**config.mk**
```make
export PLATFORM = sky130hd
export DESIGN_NAME = psr_queue
export DESIGN_NICKNAME = d
export VERILOG_FILES = /design/src/sv/psr_pkg.sv /design/src/sv/psr_queue.sv
export SDC_FILE = /design/constraint.sdc
export NUM_CORES = 1
export LEC_CHECK = 0
export BUFFER_PORTS_ARGS = -buffer_cell sky130_fd_sc_hd__clkbuf_2
export CAP_MARGIN = 20
export CORE_MARGIN = 3
export CORE_UTILIZATION = 29
export DETAILED_ROUTE_END_ITERATION = 8
export PLACE_DENSITY = 0.48
export SLEW_MARGIN = 0
export SYNTH_ARGS = -nofsm -noshare
export SYNTH_HDL_FRONTEND = slang
export SYNTH_SLANG_ARGS = --single-unit
```
**constraint.sdc**
```tcl
create_clock -name clk -period 2.95 [get_ports clk]
set_input_delay 0.59 -clock clk [delete_from_list [all_inputs] [get_ports clk]]
set_output_delay 0.59 -clock clk [all_outputs]
set_load 0.02 [all_outputs]
```
**src/sv/psr_pkg.sv**
```systemverilog
// Shared types and constants for the point slice rasterizer.
// No dependencies; every other file of the block refers to it by scoped name.

package psr_pkg;

    // Grid and number formats
    localparam int GRID_SIZE   = 128;
    localparam int CELL_BITS   = $clog2(GRID_SIZE);
    localparam int CELL_ADDR_W = 2 * CELL_BITS;
    localparam int CELLS       = GRID_SIZE * GRID_SIZE;
    localparam int COORD_BITS  = 16;
    localparam int DIFF_W      = COORD_BITS + 1;
    localparam int BAND_W      = COORD_BITS + 2;
    localparam int SCALE_W     = 16;
    localparam int HALF_W      = 15;
    localparam int PROD_W      = DIFF_W + SCALE_W + 1;
    localparam int FRAC_SHIFT  = 20;
    localparam int COLOR_W     = 32;
    localparam int QUEUE_DEPTH = 4;
    localparam int QPTR_W      = $clog2(QUEUE_DEPTH);

    // Stream and register port widths
    localparam int S_TDATA_W = 96;
    localparam int M_TDATA_W = 32;
    localparam int PADDR_W   = 5;
    localparam int PDATA_W   = 32;

    // Register reset values
    localparam logic signed [COORD_BITS-1:0] X_MIN_RESET   = -16'sd2662;
    localparam logic signed [COORD_BITS-1:0] Y_MIN_RESET   = -16'sd2662;
    localparam logic [SCALE_W-1:0]           X_SCALE_RESET = 16'd25206;
    localparam logic [SCALE_W-1:0]           Y_SCALE_RESET = 16'd25206;
    localparam logic signed [COORD_BITS-1:0] CENTER_RESET  = 16'sd0;
    localparam logic [HALF_W-1:0]            HALF_RESET    = 15'd328;

    // Register indexes (byte address is four times the index)
    typedef enum logic [2:0] {
        REG_X_MIN   = 3'd0,
        REG_Y_MIN   = 3'd1,
        REG_X_SCALE = 3'd2,
        REG_Y_SCALE = 3'd3,
        REG_CENTER  = 3'd4,
        REG_HALF    = 3'd5
    } reg_index_t;

    // Configuration seen by the front end
    typedef struct packed {
        logic signed [COORD_BITS-1:0] x_min;
        logic signed [COORD_BITS-1:0] y_min;
        logic [SCALE_W-1:0]           x_scale;
        logic [SCALE_W-1:0]           y_scale;
        logic signed [COORD_BITS-1:0] center;
        logic [HALF_W-1:0]            half;
    } cfg_t;

    // One classified request between front and back
    typedef struct packed {
        logic                   is_read;
        logic [CELL_ADDR_W-1:0] addr;
        logic [COLOR_W-1:0]     color;
    } entry_t;

    // Back end sequencer states
    typedef enum logic [1:0] {
        B_CLEAR,
        B_IDLE,
        B_RESP
    } back_state_t;

endpackage

```
**src/sv/psr_queue.sv**
```systemverilog
// Short request queue between the front and back ends.
// Depends on psr_pkg for the entry type and depth.

module psr_queue
(
    input  logic            clk,
    input  logic            rst_n,
    input  logic            push,
    input  psr_pkg::entry_t push_data,
    input  logic            pop,
    output psr_pkg::entry_t head,
    output logic            empty,
    output logic            full
);

    psr_pkg::entry_t                 slot_reg [psr_pkg::QUEUE_DEPTH];
    logic [psr_pkg::QPTR_W-1:0]      wr_ptr_reg;
    logic [psr_pkg::QPTR_W-1:0]      rd_ptr_reg;
    logic [psr_pkg::QPTR_W:0]        count_reg;
    logic [psr_pkg::QPTR_W:0]        count_next;

    assign empty = (count_reg == '0);
    assign full  = (count_reg == (psr_pkg::QPTR_W+1)'(psr_pkg::QUEUE_DEPTH));
    assign head  = slot_reg[rd_ptr_reg];

    // Occupancy
    always_comb
    begin
        count_next = count_reg;
        if (push && !pop)
        begin
            count_next = count_reg + 1'b1;
        end
        else if (pop && !push)
        begin
            count_next = count_reg - 1'b1;
        end
    end

    always_ff @(posedge clk or negedge rst_n)
    begin
        if (!rst_n)
        begin
            wr_ptr_reg <= '0;
            rd_ptr_reg <= '0;
            count_reg  <= '0;
        end
        else
        begin
            count_reg <= count_next;
            if (push)
            begin
                wr_ptr_reg <= wr_ptr_reg + 1'b1;
            end
            if (pop)
            begin
                rd_ptr_reg <= rd_ptr_reg + 1'b1;
            end
        end
    end

    // Storage
    always_ff @(posedge clk)
    begin
        if (push)
        begin
            slot_reg[wr_ptr_reg] <= push_data;
        end
    end

endmodule

```
# == Word level (Yosys, flattened, before mapping) ==
# Memories as Yosys holds them, arrays and structs flattened.
# Cells that the tools add are included.
# op_classes
n_addsub,4
n_eq_ne,1
muxes,4
n_reduce_logical,6
# op_table
cell,n
$mux W3,2
$add A2 B1 Y2 const B,2
$add A3 B1 Y3 const B,1
$eq A3 B3 Y1 const B,1
$logic_not A3 Y1,1
$sub A3 B1 Y3 const B,1
$logic_and A1 B1 Y1,2
$logic_not A1 Y1,2
$mux W1,2
$reduce_bool A2 Y1,1
# totals
ff_bits,7
mem_bits_rw,188
output_inout_bits,49
mem_count,1
# mem_list
memory,words,width,read_ports,rd_ports_with_merged_regs,write_ports,line,text
slot_reg,4,47,1,0,1,psr_queue.sv:16,psr_pkg::entry_t slot_reg [psr_pkg::QUEUE_DEPTH];

# == Depth between registers and ports, before layout ==
# depth
depth_word,4
mapped_depth,7
ltp_nobuf,7

# == Worst setup path before layout ==
# No wires, ideal clock.
# synth_path
kind,reg-to-reg
start,reg wr_ptr_reg[0] (netlist bit)
end,mem slot_reg[2][0] (netlist bit) (enable)
setup_ns,0.409
arrival_ns,1.740
path_slack_ns,0.801
path_stages_with_launch,4
n_path_buf,0
synth_period_minus_slack_ns,2.149
cell_sequence,dfrtp_1 -> inv_1 -> ha_1 -> and2_1
# synth_lines
item,line,text
"start, declared",psr_queue.sv:17,logic [psr_pkg::QPTR_W-1:0] wr_ptr_reg;
"start signal, assigned",psr_queue.sv:53,wr_ptr_reg <= wr_ptr_reg + 1'b1;
"end, declared",psr_queue.sv:16,
# No word-level cell before the write port.

==> impl_metrics.json <==
{
  "die_width_microns": 164,
  "synth-seq-cells": 195,
  "path_cells": "buf_12 -> mux4_2 -> clkbuf_2",
  "cts-resized-gates": 0,
  "cts_max_level": 4,
  "drt_pre_antenna_iters": 4,
  "ir_drop_mv": 0.382,
  "worst_pin_slew_ns": 0.577,
  "crit_fanout": 24,
  "holdCritPathClass": "input pin to flop",
  "cp-start-kind": "flop",
  "tritoncts": "done",
  "finalSetupViolations": 0,
  "async_reset_ff_share_pct": 3.59,
  "clk-insertion-delay-late_ns": 0.42,
  "maxCapViolations": 0,
  "synth-edff-count": 188,
  "clkTransAtPathRegs_ns": 0.07,
  "io_buffers": 99,
  "n_antenna_cell": 0,
  "clockBufferDepth": 2,
  "finalNetCount": 457,
  "grt_max_degree": 30,
  "worstPathRequired_ns": 2.36,
  "synth_top_area_share_pct": 78.4,
  "n_fill_cell": 2292,
  "leakage_nw": 3.00,
  "drive_gt1_share_pct": 47.2,
  "gp_congestion": 0.670,
  "regArea_sq_um": 5830,
  "io_pins": 100,
  "fin_util_pct": 35.8,
  "antenna_found_initial": 1,
  "worst_slack_ns": 0.218,
  "dieHeight_microns": 164,
  "synth_seq_area_share_pct": 80.9,
  "finalHoldViolations": 0,
  "syn_area_per_cell_sq_um": 25.7,
  "power_mw": 8.79,
  "postRouteAntennaNets": 0,
  "initial_core_util_pct": 29.5,
  "preCtsSetupSlack_ns": 0.611,
  "wl_per_cell_microns": 18.7,
  "viasPerCell": 4.35,
  "multi_input_area_sq_um": 1270,
  "synth_area_sq_um": 7200,
  "yosysUniqueCellTypes": 21,
  "drv_slew": 0,
  "clock_skew_ns": 0.00571,
  "cts_sinks": 195,
  "min_period_over_period_pct": 92.6,
  "rsz0062_at_grt": "false",
  "critPathCaptureType": "output pin",
  "fmax_mhz": 366,
  "crit_path_max_incr_delay_ns": 0.65,
  "yosysTopAreaCell": "edfxtp_1",
  "drt_iter0_markers": 162,
  "period_minus_slack_ns": 2.73,
  "synth_ff_type": "edfxtp_1",
  "grt_remaining_overflow": 0,
  "syn_inst": 280,
  "finalWirelength_microns": 13800,
  "rows": 57,
  "ys_warn_count": 0,
  "dp_hpwl_microns": 8590,
  "syn2layout_area_growth_pct": 21.5,
  "placeableCoreArea_sq_um": 24400,
  "power_density_nw_per_um2": 1010,
  "dieArea_sq_um": 26700,
  "drc": 0,
  "cts_buffers": 17,
  "fin_setup_tns_ns": 0,
  "gr-usage-all-layers_pct": 10.8,
  "grt_pass1_vias": 3525,
  "outcome": "completed",
  "cts_root_buf": "clkbuf_16",
  "relSlewSlack_pct": 61.6,
  "grt_pass1_wl_microns": 21200,
  "critPathKind": "flop to output pin",
  "synthesis.nets": 337,
  "dr_total_vias": 3207,
  "largest_reg_flops": 188,
  "yosys-top-cells-area": "edfxtp_1 78%, mux4_2 14%, dfrtp_1 2.4%, ha_1 0.87%, mux4_1 0.73%",
  "worstPathArrival_ns": 2.14,
  "cpMaxStageDelayCell": "dfrtp_4"
}
## layer usage
layer | vias to the layer above | wire [microns] | global-route usage (%)
met5 | - | 10 | 0
met4 | 2 | 146 | 3.31
met3 | 13 | 705 | 3.50
met2 | 71 | 6760 | 17.3
met1 | 1696 | 6140 | 14.1
li1 | 1425 | - | -
## cell usage in the layout (no fill, tap or decap), drive strengths merged
cell type and count:
dfrtp 7, nor3b 1, nand2 2, o21ai 1, buf 12, and2 4, mux4 47, ha 5
clkinv 5, nor3 1, edfxtp 188, clkbuf 116, fa 1, nor2 1, xor2 4, xnor2 2
dlygate4sd3 1, clkinvlp 2, mux2 1, inv 12
## stage by stage
step | area [sq um] | cells | hold slack (ns)
6_report | 8740 | 737 | 0.381
5_1_grt | 8740 | 737 | 0.360
4_1_cts | 8740 | 737 | 0.358
3_5_place_dp | 8170 | 704 | 0.464
3_3_place_gp | 8170 | 704 | 0.457
2_1_floorplan | 7200 | 280 | 0.294
## critical path, delay by kind of cell, from the launching register on
| kind | cells | cell delay (ns) |
|---|---|---|
| flops | 1 | 0.65 |
| mux | 1 | 0.58 |
| buf+inv | 2 | 0.47 |
## cells in the mapped netlist (2+ instances only)
cell      instances
mux4_1            2
buf_2             3
xor2_1            4
dfrtp_1           7
inv_1             4
nand2_1           2
edfxtp_1        188
and2_1            4
mux4_2           45
xnor2_1           2
clkbuf_1          2
buf_12            2
ha_1              5
buf_4             3
## power by group
group	internal (mW)	switching (mW)	total (mW)
Combinational	1.16	1.61	2.77
Clock	1.12	1.08	2.20
Sequential	3.63	0.198	3.82
## kinds of logic (layout without fill, tap and decap cells)
logic type      after synthesis  after routing  share of synthesized area (%)
xor+xnor                      6              6                          0.730
buf+inv                      15            148                           1.55
simple gates                  9              9                          0.678
mux                          48             48                           15.0
flops                       195            195                           80.9
compound gates                1              1                         0.0695
fa+ha+maj                     6              6                           1.15
## final timing paths
kind / slack, ns / to / cells past startpoint / startpoint
setup reg to reg: 1.20 / slot_reg[0][1] / 4 / wr_ptr_reg[0]
hold reg to reg: 0.49 / count_reg[2] / 1 / count_reg[2]
max in group asynchronous: 2.18 / rd_ptr_reg[0] / 2 / rst_n
min in group asynchronous: 0.55 / count_reg[1] / 2 / rst_n
setup / recovery: 0.22 / head[33] / 3 / rd_ptr_reg[0]
hold / removal: 0.38 / slot_reg[3][3] / 1 / push_data[3]
## timing repair
action	CTS	global route
hold buffers	1	0
endpoints found under the hold margin	1	0
buffers inserted	0	0
## cell type report
type | count | area share, %
Clock buffer | 17 | 4.87
Clock inverter | 15 | 1.63
Inverter | 4 | 0.172
Multi-Input combinational cell | 70 | 14.5
Sequential cell | 195 | 66.6
Tap cell | 324 | 4.64
Timing Repair Buffer | 112 | 7.53
No activity file was read; power rests on OpenSTA's default activity.
