File: config.mk
export PLATFORM = sky130hd
export DESIGN_NAME = psr_front
export DESIGN_NICKNAME = d
export VERILOG_FILES = /design/src/sv/psr_pkg.sv /design/src/sv/psr_front.sv
export SDC_FILE = /design/constraint.sdc
export NUM_CORES = 2
export LEC_CHECK = 0
export ABC_AREA = 1
export CAP_MARGIN = 20
export CORE_MARGIN = 3
export CORE_UTILIZATION = 40
export CTS_CLUSTER_DIAMETER = 150
export CTS_CLUSTER_SIZE = 24
export DETAILED_ROUTE_END_ITERATION = 16
export DONT_BUFFER_PORTS = 1
export PLACE_DENSITY = 0.54
export RECOVER_POWER = 50
export SLEW_MARGIN = 20
export SYNTH_ARGS = -nofsm -noshare
export SYNTH_HDL_FRONTEND = slang
export SYNTH_SLANG_ARGS = --single-unit
File: constraint.sdc
create_clock -name clk -period 22.2 [get_ports clk]
set_input_delay 3.33 -clock clk [delete_from_list [all_inputs] [get_ports clk]]
set_output_delay 3.33 -clock clk [all_outputs]
set_load 0.03 [all_outputs]
File: src/sv/psr_pkg.sv
// Shared types and constants for the point slice rasterizer.
// No dependencies; every other file of the block refers to it by scoped name.

package psr_pkg;

    // Grid and number formats
    localparam int GRID_SIZE   = 128;
    localparam int CELL_BITS   = $clog2(GRID_SIZE);
    localparam int CELL_ADDR_W = 2 * CELL_BITS;
    localparam int CELLS       = GRID_SIZE * GRID_SIZE;
    localparam int COORD_BITS  = 16;
    localparam int DIFF_W      = COORD_BITS + 1;
    localparam int BAND_W      = COORD_BITS + 2;
    localparam int SCALE_W     = 16;
    localparam int HALF_W      = 15;
    localparam int PROD_W      = DIFF_W + SCALE_W + 1;
    localparam int FRAC_SHIFT  = 20;
    localparam int COLOR_W     = 32;
    localparam int QUEUE_DEPTH = 4;
    localparam int QPTR_W      = $clog2(QUEUE_DEPTH);

    // Stream and register port widths
    localparam int S_TDATA_W = 96;
    localparam int M_TDATA_W = 32;
    localparam int PADDR_W   = 5;
    localparam int PDATA_W   = 32;

    // Register reset values
    localparam logic signed [COORD_BITS-1:0] X_MIN_RESET   = -16'sd2662;
    localparam logic signed [COORD_BITS-1:0] Y_MIN_RESET   = -16'sd2662;
    localparam logic [SCALE_W-1:0]           X_SCALE_RESET = 16'd25206;
    localparam logic [SCALE_W-1:0]           Y_SCALE_RESET = 16'd25206;
    localparam logic signed [COORD_BITS-1:0] CENTER_RESET  = 16'sd0;
    localparam logic [HALF_W-1:0]            HALF_RESET    = 15'd328;

    // Register indexes (byte address is four times the index)
    typedef enum logic [2:0] {
        REG_X_MIN   = 3'd0,
        REG_Y_MIN   = 3'd1,
        REG_X_SCALE = 3'd2,
        REG_Y_SCALE = 3'd3,
        REG_CENTER  = 3'd4,
        REG_HALF    = 3'd5
    } reg_index_t;

    // Configuration seen by the front end
    typedef struct packed {
        logic signed [COORD_BITS-1:0] x_min;
        logic signed [COORD_BITS-1:0] y_min;
        logic [SCALE_W-1:0]           x_scale;
        logic [SCALE_W-1:0]           y_scale;
        logic signed [COORD_BITS-1:0] center;
        logic [HALF_W-1:0]            half;
    } cfg_t;

    // One classified request between front and back
    typedef struct packed {
        logic                   is_read;
        logic [CELL_ADDR_W-1:0] addr;
        logic [COLOR_W-1:0]     color;
    } entry_t;

    // Back end sequencer states
    typedef enum logic [1:0] {
        B_CLEAR,
        B_IDLE,
        B_RESP
    } back_state_t;

endpackage

File: src/sv/psr_front.sv
// Front end: takes stream requests, tests the slice band and maps points to cells.
// Depends on psr_pkg; pushes classified requests into psr_queue.

module psr_front
(
    input  logic                            clk,
    input  logic                            rst_n,
    input  logic                            enable,
    input  psr_pkg::cfg_t                   cfg,
    input  logic                            in_valid,
    output logic                            in_ready,
    input  logic                            in_mode,
    input  logic signed [psr_pkg::COORD_BITS-1:0] in_x,
    input  logic signed [psr_pkg::COORD_BITS-1:0] in_y,
    input  logic signed [psr_pkg::COORD_BITS-1:0] in_z,
    input  logic [psr_pkg::COLOR_W-1:0]     in_color,
    input  logic [psr_pkg::CELL_BITS-1:0]   in_row,
    input  logic [psr_pkg::CELL_BITS-1:0]   in_col,
    input  logic                            q_full,
    output logic                            push,
    output psr_pkg::entry_t                 push_data
);

    // Stage registers
    logic                                s1_valid_reg;
    logic                                s1_mode_reg;
    logic                                s1_band_reg;
    logic [psr_pkg::DIFF_W-1:0]          s1_dx_reg;
    logic [psr_pkg::DIFF_W-1:0]          s1_dy_reg;
    logic [psr_pkg::COLOR_W-1:0]         s1_color_reg;
    logic [psr_pkg::CELL_ADDR_W-1:0]     s1_addr_reg;

    logic                                accept;
    logic                                advance;
    logic [psr_pkg::DIFF_W-1:0]          dx;
    logic [psr_pkg::DIFF_W-1:0]          dy;
    logic signed [psr_pkg::BAND_W-1:0]   band_lo;
    logic signed [psr_pkg::BAND_W-1:0]   band_hi;
    logic signed [psr_pkg::BAND_W-1:0]   z_ext;
    logic                                band_ok;
    logic [psr_pkg::PROD_W-1:0]          prod_x;
    logic [psr_pkg::PROD_W-1:0]          prod_y;
    logic                                x_ok;
    logic                                y_ok;
    logic                                keep;

    // Handshake: stage drains whenever the queue has room
    assign advance  = s1_valid_reg && !q_full;
    assign in_ready = enable && (!s1_valid_reg || !q_full);
    assign accept   = in_valid && in_ready;

    // Offsets from grid edges and the band test, all exact
    assign dx = {in_x[psr_pkg::COORD_BITS-1], in_x}
              - {cfg.x_min[psr_pkg::COORD_BITS-1], cfg.x_min};
    assign dy = {in_y[psr_pkg::COORD_BITS-1], in_y}
              - {cfg.y_min[psr_pkg::COORD_BITS-1], cfg.y_min};
    assign z_ext   = {{2{in_z[psr_pkg::COORD_BITS-1]}}, in_z};
    assign band_lo = {{2{cfg.center[psr_pkg::COORD_BITS-1]}}, cfg.center}
                   - {3'b000, cfg.half};
    assign band_hi = {{2{cfg.center[psr_pkg::COORD_BITS-1]}}, cfg.center}
                   + {3'b000, cfg.half};
    assign band_ok = (z_ext > band_lo) && (z_ext < band_hi);

    always_ff @(posedge clk or negedge rst_n)
    begin
        if (!rst_n)
        begin
            s1_valid_reg <= 1'b0;
        end
        else if (accept)
        begin
            s1_valid_reg <= 1'b1;
        end
        else if (advance)
        begin
            s1_valid_reg <= 1'b0;
        end
    end

    always_ff @(posedge clk)
    begin
        if (accept)
        begin
            s1_mode_reg  <= in_mode;
            s1_band_reg  <= band_ok;
            s1_dx_reg    <= dx;
            s1_dy_reg    <= dy;
            s1_color_reg <= in_color;
            s1_addr_reg  <= {in_row, in_col};
        end
    end

    // Cell mapping: sign-extended offset times scale, floor by the shift
    assign prod_x = {{(psr_pkg::PROD_W-psr_pkg::DIFF_W){s1_dx_reg[psr_pkg::DIFF_W-1]}}, s1_dx_reg}
                  * {{(psr_pkg::PROD_W-psr_pkg::SCALE_W){1'b0}}, cfg.x_scale};
    assign prod_y = {{(psr_pkg::PROD_W-psr_pkg::DIFF_W){s1_dy_reg[psr_pkg::DIFF_W-1]}}, s1_dy_reg}
                  * {{(psr_pkg::PROD_W-psr_pkg::SCALE_W){1'b0}}, cfg.y_scale};

    // Non-negative and below the grid size: every bit above the cell field clear
    assign x_ok = (prod_x[psr_pkg::PROD_W-1:psr_pkg::FRAC_SHIFT+psr_pkg::CELL_BITS] == '0);
    assign y_ok = (prod_y[psr_pkg::PROD_W-1:psr_pkg::FRAC_SHIFT+psr_pkg::CELL_BITS] == '0);

    // Dropped points leave nothing in the queue
    assign keep = s1_mode_reg || (s1_band_reg && x_ok && y_ok);
    assign push = advance && keep;

    always_comb
    begin
        push_data.is_read = s1_mode_reg;
        push_data.color   = s1_color_reg;
        if (s1_mode_reg)
        begin
            push_data.addr = s1_addr_reg;
        end
        else
        begin
            push_data.addr = {prod_y[psr_pkg::FRAC_SHIFT +: psr_pkg::CELL_BITS],
                              prod_x[psr_pkg::FRAC_SHIFT +: psr_pkg::CELL_BITS]};
        end
    end

endmodule

# [Word-level counts from Yosys, hierarchy flattened]
# Index checks and enable logic that the tools add are counted.
# W data, S select, Z words.
[word_totals] inputBits=195 word_cells=32 regBits=83
[op_classes] reduce_logical=14 mux=3 n_addsub=4 n_lt_le_gt_ge=2 multipliers=2
[ops] operator="$mul A17 B17 Y34" count=2
[ops] operator="$sub A16 B16 Y17" count=3
[ops] operator="$add A16 B16 Y17" count=1
[ops] operator="$gt A16 B17 Y1" count=1
[ops] operator="$lt A16 B17 Y1" count=1
[ops] operator="$logic_not A7 Y1" count=2
[ops] operator="$mux W14" count=1
[ops] operator="$logic_and A1 B1 Y1" count=7
[ops] operator="$logic_not A1 Y1" count=2
[ops] operator="$logic_or A1 B1 Y1" count=2
[ops] operator="$mux W1" count=2
[ops] operator="$reduce_bool A2 Y1" count=1

# [Depth between registers and ports, before layout]
[depth] depth_word=6 mapped_depth=32

# [Least setup slack after synthesis]
# Ideal clock, no wire load.
[synth_path] kind="input port to output port" startpoint="input port cfg[34] (netlist name)" endpoint="output port push_data[44] (netlist name)" path_slack_ns=9.726 arrival_time_ns=9.144 cell_stages=20 cell_sequence="clkbuf_1 -> clkbuf_1 -> nand2_1 -> fa_1 -> fa_1 -> inv_1 -> fa_1 -> fa_1 -> fa_1 -> inv_1 -> fa_1 -> inv_1 -> ha_1 -> nand2_2 -> inv_1 -> a21oi_1 -> nand2_1 -> a31oi_1 -> xor2_1 -> o21ai_0"
[synth_rtl] item="start: declaration" line_no="psr_front.sv:9" text="input psr_pkg::cfg_t cfg,"
[synth_rtl] item="end: declaration" line_no="psr_front.sv:21" text="output psr_pkg::entry_t push_data"

# [Worst setup path after layout]
[layout_path] startpoint="input port cfg[49] (netlist name)" endpoint="output port push"
[layout_between] elab_chain_len=6
[layout_lines] item="$mul A17 B17 Y34" line_no="psr_front.sv:95" text="* {{(psr_pkg::PROD_W-psr_pkg::SCALE_W){1'b0}}, cfg.x_scale};"
[layout_lines] item="$logic_not A7 Y1" line_no="psr_front.sv:100" text="assign x_ok = (prod_x[psr_pkg::PROD_W-1:psr_pkg::FRAC_SHIFT+psr_pkg::CELL_BITS] == '0);"
[layout_lines] item="$logic_and A1 B1 Y1 (2 in a row)" line_no="psr_front.sv:104" text="assign keep = s1_mode_reg || (s1_band_reg && x_ok && y_ok);"
[layout_lines] item="$logic_or A1 B1 Y1" line_no="psr_front.sv:104"
[layout_lines] item="$logic_and A1 B1 Y1" line_no="psr_front.sv:105" text="assign push = advance && keep;"
[layout_lines] item="end: declaration" line_no="psr_front.sv:20" text="output logic push,"
# No other way between the ends.

==> results.ini <==
[global_route]
antenna_found_initial = 7
grt_util_all_layers_pct = 20.8
grt.overflow.total = 0
grt_pass1_vias = 22489
grt_max_degree = 62
grt_pass1_wl_mm = 121

[floorplanning]
start_util_pct = 40.7
die_y_um = 274
core_um2 = 70500
pin_count = 244
die_w_um = 274
rows = 97
die_area_um2 = 74900

[routing]
via_per_inst = 4.69
first_pass_iters = 7
drtIter0Drc = 999
vias = 21270
wl_per_cell_um = 16.5
drc = 0
antenna_left = 0
wl_mm = 74.7

[synthesis]
synthAdderAreaFrac_pct = 50.5
synth_compound_area_share_pct = 4.67
synth_nets = 4730
synth_xor_area_share_pct = 2.38
synthSimpleGateAreaFrac_pct = 16.8
syn_inst = 3712
synth_area_leaders = fa_1 39%, inv_1 15%, nand2_1 13%, ha_1 12%, edfxtp_1 8.6%
synth_top_area_share_pct = 39.0
syn_area_per_cell_um2 = 7.72
synth_common_cells = 1143 x inv_1, 969 x nand2_1, 558 x fa_1
synth_top_family_by_area = adder cells
yosysUniqueCellTypes = 50
synth_edf_count = 82
ys_seq_area_share_pct = 8.68
yosysTopAreaCell = fa_1
async_flop_share_pct = 1.20
synth_area_um2 = 28700
synth_flop_cell = edfxtp_1
ys_seq_elements = 83
ys.warnings.count = 0
synth_mux_area_share_pct = 0
yosysMostFrequentCell = inv_1

[worst_hold_path]
hold_depth = 2
min_to = s1_valid_reg$_DFFE_PN0P_
min_from = s1_valid_reg$_DFFE_PN0P_
hold_class = reg -> reg

[placed_design]
place_congestion = 0.861
io_buffers = 0
post-place-ws_ns = 9.46
dp_hpwl_mm = 63.9

[final_layout]
nNetsFinal = 4610
drive_gt1_share_pct = 2.11
syn_to_final_growth_pct = 3.56
largest_reg_flops = 32
fill_cells = 7272

[clock_network]
cts_buffers = 9
cts_tree = built
clkSlewWorstSetupHoldPaths_ns = 0.08
holdBufCountCts = 0
clockBufferDepth = 2
post_cts_buffers = 0
cts_resized = 0
htree_levels = 3
clk_latency_ns = 0.41
cts_root_buf = clkbuf_16
cts.sinks = 83

[critical_path]
worst_setup_path_end_kind = primary output
required_ns = 18.87
r2r_end = s1_dx_reg[13]$_DFFE_PP_
cp_slowest_cell = fa_1
critical_path_class = in -> out
r2r_slack_ns = 19.31
startpoint_type = primary input
cpMostUsedCell = fa_1
crit_family = adder cells
cp_slowest_stage_delay_ns = 0.69
rr_worst_depth = 5
path_buf_inv = 5
reg2reg_from = s1_valid_reg$_DFFE_PN0P_
worstPathArrival_ns = 9.39
critPathMaxFanout = 17

[sta]
finalHoldViolations = 0
fin_skew_ns = 0.0256
post-route-period-util_pct = 57.3
period_minus_slack_ns = 12.72
fmax_mhz = 78.6
tns_ns = 0
grt_setup_unrepaired = false
setup_violations = 0
relSlewSlack_pct = 12.4
tightest_slew_ns = 1.31
fin_ws_ns = 9.48
slew_violations = 0

[run_status]
status = complete, no violations

[flow_run]
max-cap-violations = 0

[worst max path at each step]
stage,startpoint,end,slack (ns),cells past startpoint
6_report,cfg[49],push,9.48,25
4_1_cts,cfg[49],push,9.43,26
3_3_place_gp,cfg[49],push,9.44,26
5_1_grt,cfg[49],push,9.05,25
2_1_floorplan,cfg[34],push_data[44],9.73,20
3_5_place_dp,cfg[49],push,9.46,26
[through the flow]
step                      hold WS (ns)  util (%)  std cells  area (um^2)
after floorplan                  0.467         -       3712        28700
after CTS                        0.538      42.1       4537        29700
after global placement           0.513      41.7       4521        29400
after detailed placement         0.520      41.7       4521        29400
final                            0.525      42.1       4540        29700
after global routing             0.574      42.1       4540        29700
[placed cells by master, fill, tap and decap left out, types with 4 or more instances in the layout]
cell type	instances
inv_1	1143
nand2_1	969
fa_1	558
ha_1	265
a21oi_1	122
nor2_1	100
edfxtp_1	82
nand3_1	61
xor2_1	56
o21ai_0	42
xnor2_1	22
nor3_1	17
o21bai_1	16
nand2_2	11
inv_2	10
o21ai_1	9
nor2_2	9
clkbuf_16	9
nand4_1	7
nand3b_1	6
a31oi_1	6
and3_1	6
o21ai_2	6
buf_4	5
a21oi_2	4
a21o_1	4
o31ai_1	4
nor4_1	4
[final cells by class]
type | count | area [um^2] | share of cell area, %
repair buffers | 6 | 41.3 | 0.139
clock inverters | 7 | 92.6 | 0.312
flip-flops and latches | 83 | 2490 | 8.38
well taps | 940 | 1180 | 3.96
diodes | 3 | 7.51 | 0.0253
multi-input cells | 2336 | 21300 | 71.8
clock buffers | 9 | 225 | 0.759
inverters | 1156 | 4340 | 14.6
[metal layers]
layer	global-route usage (%)	up-vias	part of all wire, %
met2	34.1	541	46
met1	28.0	10304	45
met4	4.68	0	2.1
met5	0	-	0
li1	-	10351	-
met3	5.02	74	7.4
[cell families after synthesis]
kind of cell / after synthesis
fa+ha+maj: 823
xor+xnor: 78
compound gates: 231
buf+inv: 1293
simple gates: 1204
flops: 83
[worst reg2reg max path, delay by kind of cell, from the launching register on]
family                 cells  cell delay (ns)
buffers and inverters      3             1.87
and+or+nand+nor            2             0.20
DFF                        1             0.38
Power is not shown: default switching activity piles up to over one toggle a cycle in this logic, so the estimate is an artifact.
